File: config.mk
export PLATFORM = sky130hd
export DESIGN_NAME = stick_axis_deadzone_scaler_unit
export DESIGN_NICKNAME = d
export VERILOG_FILES = /design/src/sv/sads_pkg.sv /design/src/sv/sads_front.sv /design/src/sv/sads_cell.sv /design/src/sv/sads_back.sv /design/src/sv/stick_axis_deadzone_scaler_unit.sv
export SDC_FILE = /design/constraint.sdc
export NUM_CORES = 2
export LEC_CHECK = 0
export ABC_AREA = 1
export BUFFER_PORTS_ARGS = -buffer_cell sky130_fd_sc_hd__buf_2
export CORE_MARGIN = 3
export CORE_UTILIZATION = 40
export CTS_CLUSTER_DIAMETER = 30
export CTS_CLUSTER_SIZE = 8
export DETAILED_ROUTE_END_ITERATION = 8
export HOLD_SLACK_MARGIN = 0.08
export PLACE_DENSITY = 0.67
export SLEW_MARGIN = 20
export SYNTH_ARGS = -nofsm -noshare
export SYNTH_HDL_FRONTEND = slang
export SYNTH_SLANG_ARGS = --single-unit
File: constraint.sdc
create_clock -name clk -period 5.58 [get_ports clk]
set_clock_uncertainty 0.2 [all_clocks]
set_input_delay 0.837 -clock clk [delete_from_list [all_inputs] [get_ports clk]]
set_output_delay 0.837 -clock clk [all_outputs]
set_load 0.01 [all_outputs]
File: src/sv/sads_pkg.sv
`timescale 1ns / 1ps
// Shared types and constants for the stick axis deadzone scaler.
// No dependencies.
package sads_pkg;

	localparam int SAMPLE_BITS = 12;
	localparam int AXIS_COUNT  = 4;
	localparam int AXIS_BITS   = 2;
	localparam int CAL_SLOTS   = 4;
	localparam int CAL_W       = 3 * SAMPLE_BITS;
	localparam int OUT_W       = 16;
	localparam int SCALE_BITS  = 15;
	localparam int NUM_W       = SAMPLE_BITS + SCALE_BITS;
	localparam int REG_IDX_W   = 3;
	localparam int LATENCY     = NUM_W + 3;

	localparam logic [SAMPLE_BITS-1:0] DZ_RESET  = SAMPLE_BITS'(160);
	localparam logic [CAL_W-1:0]       CAL_RESET = CAL_W'(64'd26850101248);

	localparam logic signed [OUT_W-1:0] OUT_MAX = 16'sh7fff;
	localparam logic signed [OUT_W-1:0] OUT_MIN = 16'sh8000;

	typedef enum logic [REG_IDX_W-1:0] {
		REG_DEADZONE = 3'd0,
		REG_LX_CAL   = 3'd1,
		REG_LY_CAL   = 3'd2,
		REG_RX_CAL   = 3'd3,
		REG_RY_CAL   = 3'd4
	} reg_idx_t;

	typedef struct packed {
		logic [SAMPLE_BITS-1:0] raw_position;
		logic [AXIS_BITS-1:0]   axis_index;
	} sads_req_t;

	typedef struct packed {
		logic signed [OUT_W-1:0] scaled_axis;
		logic [AXIS_BITS-1:0]    axis_tag;
	} sads_res_t;

	typedef struct packed {
		logic [AXIS_BITS-1:0] tag;
		logic                 neg;
		logic                 zero;
	} sads_meta_t;

	typedef struct packed {
		sads_meta_t             meta;
		logic [SAMPLE_BITS-1:0] rem;
		logic [SAMPLE_BITS-1:0] den;
		logic [NUM_W-1:0]       word;
	} sads_div_t;

endpackage

File: src/sv/sads_front.sv
`timescale 1ns / 1ps
// Front end: center offset, dead band, span and divisor, then span * 32767.
// Depends on sads_pkg.
module sads_front import sads_pkg::*; (
	input  logic                   clk,
	input  logic                   arst_n,
	input  logic                   start,
	input  sads_req_t              req,
	input  logic [SAMPLE_BITS-1:0] dz,
	input  logic [CAL_W-1:0]       cal,
	output logic                   valid_s2,
	output sads_div_t              div_s2
);

	logic [SAMPLE_BITS-1:0] center, below, above, side, mag, span, rng;
	logic signed [SAMPLE_BITS:0] offset;
	logic [SAMPLE_BITS:0] mag_full;
	logic pos, dead, axis_ok;

	logic                   valid_s1;
	sads_meta_t             meta_s1;
	logic [SAMPLE_BITS-1:0] span_s1;
	logic [SAMPLE_BITS-1:0] rng_s1;

	always_comb begin
		center   = cal[SAMPLE_BITS-1:0];
		below    = cal[2*SAMPLE_BITS-1:SAMPLE_BITS];
		above    = cal[3*SAMPLE_BITS-1:2*SAMPLE_BITS];
		offset   = $signed({1'b0, req.raw_position}) - $signed({1'b0, center});
		pos      = !offset[SAMPLE_BITS] && (offset != '0);
		mag_full = offset[SAMPLE_BITS] ? (~offset + 1'b1) : offset;
		mag      = mag_full[SAMPLE_BITS-1:0];
		dead     = mag < dz;
		side     = pos ? above : below;
		rng      = (side > dz) ? side - dz : SAMPLE_BITS'(1);
		span     = mag - dz;
		axis_ok  = 32'(req.axis_index) < AXIS_COUNT;
	end

	always_ff @(posedge clk or negedge arst_n) begin
		if (!arst_n) begin
			valid_s1 <= 1'b0;
			valid_s2 <= 1'b0;
		end else begin
			valid_s1 <= start;
			valid_s2 <= valid_s1;
		end
	end

	always_ff @(posedge clk) begin
		meta_s1.tag  <= req.axis_index;
		meta_s1.neg  <= !pos;
		meta_s1.zero <= dead || !axis_ok;
		span_s1      <= span;
		rng_s1       <= rng;
		div_s2.meta  <= meta_s1;
		div_s2.rem   <= '0;
		div_s2.den   <= rng_s1;
		div_s2.word  <= NUM_W'({span_s1, SCALE_BITS'(0)}) - NUM_W'(span_s1);
	end

endmodule

File: src/sv/sads_cell.sv
`timescale 1ns / 1ps
// One restoring divider cell: one quotient bit, handed on to the next cell.
// Depends on sads_pkg.
module sads_cell import sads_pkg::*; (
	input  logic      clk,
	input  logic      arst_n,
	input  logic      valid_in,
	input  sads_div_t d_in,
	output logic      valid_out,
	output sads_div_t d_out
);

	logic [SAMPLE_BITS:0] trial, diff;
	logic take;

	always_comb begin
		trial = {d_in.rem, d_in.word[NUM_W-1]};
		take  = trial >= {1'b0, d_in.den};
		diff  = trial - {1'b0, d_in.den};
	end

	always_ff @(posedge clk or negedge arst_n) begin
		if (!arst_n) begin
			valid_out <= 1'b0;
		end else begin
			valid_out <= valid_in;
		end
	end

	always_ff @(posedge clk) begin
		d_out.meta <= d_in.meta;
		d_out.den  <= d_in.den;
		d_out.rem  <= take ? diff[SAMPLE_BITS-1:0] : trial[SAMPLE_BITS-1:0];
		d_out.word <= {d_in.word[NUM_W-2:0], take};
	end

endmodule

File: src/sv/sads_back.sv
`timescale 1ns / 1ps
// Back end: sign, saturation and dead-band zeroing of the quotient.
// Depends on sads_pkg.
module sads_back import sads_pkg::*; (
	input  logic      clk,
	input  logic      arst_n,
	input  logic      valid_in,
	input  sads_div_t d_in,
	output logic      done,
	output sads_res_t result
);

	logic sat;
	logic signed [OUT_W-1:0] low, value;

	always_comb begin
		sat = |d_in.word[NUM_W-1:SCALE_BITS];
		low = d_in.word[OUT_W-1:0];
		if (d_in.meta.zero) begin
			value = '0;
		end else if (sat) begin
			value = d_in.meta.neg ? OUT_MIN : OUT_MAX;
		end else begin
			value = d_in.meta.neg ? -low : low;
		end
	end

	always_ff @(posedge clk or negedge arst_n) begin
		if (!arst_n) begin
			done <= 1'b0;
		end else begin
			done <= valid_in;
		end
	end

	always_ff @(posedge clk) begin
		result.scaled_axis <= value;
		result.axis_tag    <= d_in.meta.tag;
	end

endmodule

File: src/sv/stick_axis_deadzone_scaler_unit.sv
`timescale 1ns / 1ps
// Top level of the stick axis deadzone scaler: registers, front end, divider chain, back end.
// Depends on sads_pkg, sads_front, sads_cell, sads_back.

// A request is taken on every cycle that start is high; busy never rises.
// Each request gives one result through two front-end stages, one divider
// cell per quotient bit (27 here) and one output stage, marked by a
// one-cycle done pulse. Results come out in request order at one per cycle;
// the receiver has no way to stall them. Deadzone and calibration are
// sampled when a request is taken, so write them only while no request is
// in flight.
module stick_axis_deadzone_scaler_unit import sads_pkg::*; (
	input  logic                 clk,
	input  logic                 arst_n,
	input  logic                 start,
	output logic                 busy,
	input  sads_req_t            req,
	output logic                 done,
	output sads_res_t            result,
	input  logic                 wr_en,
	input  logic [REG_IDX_W-1:0] wr_index,
	input  logic [CAL_W-1:0]     wr_data
);

	logic [SAMPLE_BITS-1:0] dz_q;
	logic [CAL_W-1:0]       cal_q [CAL_SLOTS];

	logic      chain_valid [NUM_W+1];
	sads_div_t chain_d     [NUM_W+1];

	assign busy = 1'b0;

	always_ff @(posedge clk or negedge arst_n) begin
		if (!arst_n) begin
			dz_q <= DZ_RESET;
			for (int i = 0; i < CAL_SLOTS; i++) begin
				cal_q[i] <= CAL_RESET;
			end
		end else if (wr_en) begin
			case (wr_index)
				REG_DEADZONE: dz_q     <= wr_data[SAMPLE_BITS-1:0];
				REG_LX_CAL:   cal_q[0] <= wr_data;
				REG_LY_CAL:   cal_q[1] <= wr_data;
				REG_RX_CAL:   cal_q[2] <= wr_data;
				REG_RY_CAL:   cal_q[3] <= wr_data;
				default:      ;
			endcase
		end
	end

	sads_front u_front (
		.clk      (clk),
		.arst_n   (arst_n),
		.start    (start && !busy),
		.req      (req),
		.dz       (dz_q),
		.cal      (cal_q[req.axis_index]),
		.valid_s2 (chain_valid[0]),
		.div_s2   (chain_d[0])
	);

	for (genvar gi = 0; gi < NUM_W; gi++) begin : g_cell
		sads_cell u_cell (
			.clk       (clk),
			.arst_n    (arst_n),
			.valid_in  (chain_valid[gi]),
			.d_in      (chain_d[gi]),
			.valid_out (chain_valid[gi+1]),
			.d_out     (chain_d[gi+1])
		);
	end

	sads_back u_back (
		.clk      (clk),
		.arst_n   (arst_n),
		.valid_in (chain_valid[NUM_W]),
		.d_in     (chain_d[NUM_W]),
		.done     (done),
		.result   (result)
	);

	a_req_gives_result: assert property (@(posedge clk) disable iff (!arst_n)
		start |-> ##LATENCY done)
		else $error("request did not produce a result");

	a_result_has_req: assert property (@(posedge clk) disable iff (!arst_n)
		done |-> $past(start, LATENCY))
		else $error("result without a request");

	a_tag_echo: assert property (@(posedge clk) disable iff (!arst_n)
		done |-> result.axis_tag == $past(req.axis_index, LATENCY))
		else $error("axis tag mismatch");

	a_rem_bound: assert property (@(posedge clk) disable iff (!arst_n)
		chain_valid[NUM_W] |-> chain_d[NUM_W].rem < chain_d[NUM_W].den)
		else $error("divider remainder not below divisor");

endmodule
## After elaboration in Yosys (flattened, before gate mapping)

Cells that the tools add are included.

| storage, ports and cells | value |
|---|---|
| flip-flop bits (word level) | 1,736 |
| input port bits | 57 |
| output and inout bits | 20 |
| word-level logic and storage cells | 321 |

| cells by class | value |
|---|---|
| $add $sub $neg | 32 |
| $lt $le $gt $ge | 30 |
| equal/unequal tests | 4 |
| muxes and demuxes | 34 |
| bitwise gates (word level) | 2 |
| reductions and logical operators | 11 |

Operator list:

| kind | number |
|---|---|
| $ge 13x12->1 | 26 |
| $mux 12 | 27 |
| $sub 12x12->12 | 27 |
| $bmux 36 s2 | 1 |
| $mux 36 | 2 |
| $mux 16 | 3 |
| $sub 27x12->27 | 1 |
| $neg 16->16 | 1 |
| $reduce_bool 13->1 | 1 |
| $sub 12x12->13 | 1 |
| $add 12x1->12 const B | 1 |
| $ge 1x12->1 | 1 |
| $gt 12x12->1 | 1 |
| $lt 12x12->1 | 1 |
| $not 12->12 | 1 |
| $reduce_or 12->1 | 1 |
| $sub 1x12->12 | 1 |
| $reduce_and 2->1 | 5 |
| $eq 3x2->1 const B | 2 |
| $eq 3x1->1 const B | 1 |
| $eq 3x3->1 const B | 1 |
| $ge 3x3->1 const B | 1 |
| $logic_not 3->1 | 1 |
| $not 2->3 | 1 |
| other kinds (3) | 4 |

## Longest topological paths before layout

| logic depth | value |
|---|---|
| depth in word-level cells | 9 |
| mapped depth | 33 |
| depth with buffers taken out | 30 |

## Hierarchy

Synthesis repeated with hierarchy kept, for this count alone.

| second synthesis, totals | value |
|---|---|
| cell total of the unflattened synthesis | 8,283 |
| area, all modules | 71,213.3 µm² |

By module, submodules not included:

| module | times used | cells an instance | area an instance (µm²) | seq. area each (µm²) |
|---|---|---|---|---|
| sads_cell | 27 | 239 | 2,148.3 | 1,126.1 |
| stick_axis_deadzone_scaler_unit | 1 | 1,068 | 7,775.0 | 3,941.3 |
| sads_front | 1 | 605 | 4,396.7 | 1,471.4 |
| sads_back | 1 | 157 | 1,037.2 | 385.4 |

## Worst setup path before layout

OpenSTA, ideal clock, no wires.

| timing path | value |
|---|---|
| kind | input to register |
| start | input req[1] (netlist name) |
| end | register u_front.rng_s1[3] |
| setup time | 130 ps |
| arrival | 4,895 ps |
| required time | 5,250 ps |
| slack | 355 ps |
| cell stages on the path | 31 |
| path buffers | 4 |
| cell sequence | inv_1 clkbuf_1 clkbuf_1 o21ai_0 o22ai_1 ha_1 inv_1 fa_1 inv_1 ha_1 inv_1 nor2_2 nand3_2 nor2_4 nand3_2 nor2_4 inv_2 o21ai_4 buf_6 nand2_1 nand2_1 ha_1 inv_1 fa_1 inv_1 o21ai_0 nand3_1 o211ai_1 nand2_1 clkbuf_1 nor3b_1 |

| on the way | value |
|---|---|
| cells in the longest elaborated chain, start to end | 9 |
| elaborated cells on any way between the ends | 11 |
| those cells by class | add/sub: 2; order compare: 1; mux: 4; bitwise: 1; reduce/logical: 3 |

RTL lines:

| item | line | source |
|---|---|---|
| start, declared | stick_axis_deadzone_scaler_unit.sv:17 | `input sads_req_t req,` |
| $not 2->3 (implied by the code) (*) | stick_axis_deadzone_scaler_unit.sv:57 | `.cal (cal_q[req.axis_index]),` |
| $bmux 36 s2 (*) | stick_axis_deadzone_scaler_unit.sv:57 |  |
| $mux 36 (implied by the code) (*) (2 in series) | stick_axis_deadzone_scaler_unit.sv:57 |  |
| $sub 12x12->13 | sads_front.sv:29 | `offset = $signed({1'b0, req.raw_position}) - $signed({1'b0, center});` |
| $reduce_bool 13->1 / $logic_not 1->1 (equally long branches) | sads_front.sv:30 | `pos = !offset[SAMPLE_BITS] && (offset != '0);` |
| $logic_and 1x1->1 | sads_front.sv:30 |  |
| $mux 12 (*) | sads_front.sv:34 | `side = pos ? above : below;` |
| $sub 12x12->12 / $gt 12x12->1 (equally long branches) | sads_front.sv:35 | `rng = (side > dz) ? side - dz : SAMPLE_BITS'(1);` |
| end signal, assigned | sads_front.sv:55 | `rng_s1 <= rng;` |
| end, declared | sads_front.sv:23 | `logic [SAMPLE_BITS-1:0] rng_s1;` |

Every way passes the cells marked *; elsewhere a longest branch is shown, timed or not. The select of a mux whose other input is x is not followed.
A chain may end at the register's enable or synchronous reset.

## Final worst setup path

| timing path | value |
|---|---|
| start | input req[0] (netlist name) |
| end | register u_front.rng_s1[9] |

Same word-level chain as after synthesis.

==> results.md <==
- Largest net degree at the start of global routing: 96
- Yosys cell types: 50
- Area grow syn2layout: 23.8%
- CP most frequent cell: nand2_1
- Die Ht: about 400 µm
- Vias: about 40000
- IO Port Bufs: 75
- Final setup viols: 0
- Max Slew Vio Count: 0
- Worst Tran Pin Value: 0.964 ns
- Status: completed
- Number of flops mapped to enable cells by yosys: 0
- Final Hold Vio Count: 0
- Final HPWL DP: slightly below 80 mm
- First-pass GRT wire length: between 150 and 200 mm
- Sequential area share after synthesis: between 50% and 60%
- Final ANT Viol Nets: 0
- # DRC: 0
- Post-CTS Setup Bufs: 0
- Share of cells above drive strength 1: a little over a tenth
- CTS Buffer Depth: 4
- CP max stage delay: 0.46 ns
- Area share of the largest cell type after synthesis: between 50% and 60%
- Worst rel slew slack: ~36%
- FMAX: 219 MHz
- Htree depth: 5
- First-iteration detailed-routing DRC count: approximately 2300
- Die Footprint: 154000 µm²
- Crit-path slowest cell: fa_1
- Clock root buffer: clkbuf_16
- Initial Util: between 40% and 50%
- Post-synthesis cell type with the largest combined area: dfxtp_1
- Final WL: 113 mm
- Clock sinks: around 1700
- RSZ-0062 raised after global routing: no
- Global-route usage over all layers: between 10 and 15%
- Clock transition at path regs: approximately 0.040 ns
- Hold Slack: slightly above 0.08 ns
- Critical path capture point type: flop
- Final period utilization: 81.7%
- IO Pins: just under 80
- Number of antenna diodes: 0
- Worst min path class: flop to flop
- Critical path peak fanout: 17
- Synth warn: 0
- CTS tree: built
- Avg Cell Area, Syn: about 10 µm²
- DR WL/cell: between 10 and 15 µm
- Initial antenna violation count: 2
- Total gr overflow: 0
- Fin crit period: ~4.6 ns
- Post-Synthesis Cells: ~6100
- Hold-fix buffers at CTS: 45
- Synth area leaders: dfxtp_1 (52%), ha_1 (7.4%), dfrtp_1 (6.5%), nand2_1 (6.1%), inv_1 (4.2%)
- WP data required: about 6.2 ns
- Row cnt: ~140
- Die Width: 392 µm
- Crit path kind: primary input to flop
- Setup_tns: 0 ns
- Final core utilization: around 50%
- Synthesized cell area: 59700 µm²
- Ys async rst share: between 10% and 20%
- GP Congestion: a little under 0.9
- Vias in the first global route: 40237
- Syn_nets: roughly 6600
- Main flop type after synthesis: dfxtp_1
- Critical Path Source Type: primary input
- DRT Pass-1 Iters: 7
- Post-synthesis register bit count: 1736
- Final net count: slightly below 7000
- Cts bufs inserted: roughly 340
- Vias per std cell: 4.66
- Crit path DAT: around 5 ns
- Clock Latency Late Sink: 0.88 ns
- Fill cells: ~13000
- Post-CTS sizing: 0
- Core footprint: around 150000 µm²
- Max Cap Viol: 0
-- layout by cell type (no fill, tap or decap), types with 24 or more instances in the layout --
cell type and count:
nand2_1 970, a21o_1 54, nor3_1 57, clkbuf_1 51, inv_1 670, dfstp_2 30
dlygate4sd3_1 46, dfxtp_1 1550, o21ai_0 389, nand3_1 195, nand3b_1 29, bufinv_16 35
or2_2 24, nor2_1 544, buf_4 52, fa_1 28, clkinv_2 35, o22ai_1 24
xor2_1 146, nand4_1 70, ha_1 353, clkbuf_8 39, a21oi_1 442, dfrtp_1 156
xnor2_1 122, clkbuf_16 346, buf_2 74
-- cell families after synthesis --
logic type,synth area share [%]
flops,59.9
xor+xnor,3.93
compound gates,9.25
other cells,0.00629
fa+ha+maj,8.34
buf+inv,5.09
simple gates,13.5
-- stage by stage --
| stage | cells | worst slack [ns] | area (µm²) |
|---|---|---|---|
| after detailed placement | 8060 | 0.127 | 62300 |
| after global routing | 8658 | 0.667 | 73800 |
| final | 8658 | 1.02 | 73800 |
| after global placement | 8060 | 0.119 | 62300 |
| after CTS | 8657 | 0.993 | 73800 |
| after floorplan | 6115 | 0.355 | 59700 |
-- synthesized netlist by cell type (all sizes together) (17+ instances only) --
cell and count:
o22ai 24, nand4 70, inv 674, dfrtp 156, clkbuf 56, nand2 975, dfstp 30, xnor2 122
nor3b 17, nand3 201, o21ai 416, ha 353, a21oi 442, fa 28, buf 56, a21o 54
nor2 550, a221oi 17, xor2 146, dfxtp 1550, nand3b 29, nor3 58, or2 24, a31oi 17
-- flip-flops by register name, indices dropped and copies added (netlist names) --
| register | cells |
|---|---|
| u_front.meta_s1 | 4 |
| u_front.rng_s1 | 12 |
| dz_q | 12 |
| u_front.valid_s2 | 1 |
| u_back.done | 1 |
| g_cell.u_cell.d_out | 1461 |
| u_front.div_s2 | 43 |
| u_front.valid_s1 | 1 |
| g_cell.u_cell.valid_out | 27 |
| u_front.span_s1 | 12 |
| u_back.result | 18 |
| cal_q | 144 |
-- routing by layer --
layer / part of all wire [%] / track usage [%] / vias up / wire, µm
li1: - / - / 20719 / -
met1: 44 / 18.1 / 18375 / 50300
met2: 48 / 25.2 / 958 / 54100
met3: 4.8 / 3.18 / 301 / 5430
met4: 3.1 / 6.19 / 0 / 3490
met5: 0 / 0 / - / 0
-- final cells by class --
type | instances | area, µm² | area share, %
inverter | 675 | 2530 | 3.43
tap | 1930 | 2410 | 3.27
clock inverter | 116 | 1630 | 2.21
sequential | 1736 | 35700 | 48.4
clock buffer | 436 | 9390 | 12.7
multi-input combinational | 3592 | 20900 | 28.3
timing repair buffer | 173 | 1230 | 1.67
-- worst max-delay path, delay by kind of cell --
kind	cells	cell delay, ns
AO/OA/AOI/OAI	7	1.34
AND/OR/NAND/NOR	9	1.06
buffers and inverters	6	0.97
adder cells (fa/ha/maj)	3	0.89
-- worst paths after layout --
kind,from,to,slack (ns),cells past startpoint
worst max-delay path,req[0],u_front.rng_s1[9],1.02,25
worst min-delay path,u_front.div_s2[23],g_cell[0].u_cell.d_out[24],0.08,0
worst max register to register,cal_q[36],u_front.rng_s1[9],1.05,25
worst min register to register,u_front.div_s2[23],g_cell[0].u_cell.d_out[24],0.08,0
max in group asynchronous,arst_n,g_cell[26].u_cell.valid_out,3.59,3
min in group asynchronous,arst_n,cal_q[139],0.41,2
Power is left out: the tool's default activity adds up to more than one toggle a clock period on the data nets, which glitch-free logic cannot reach.
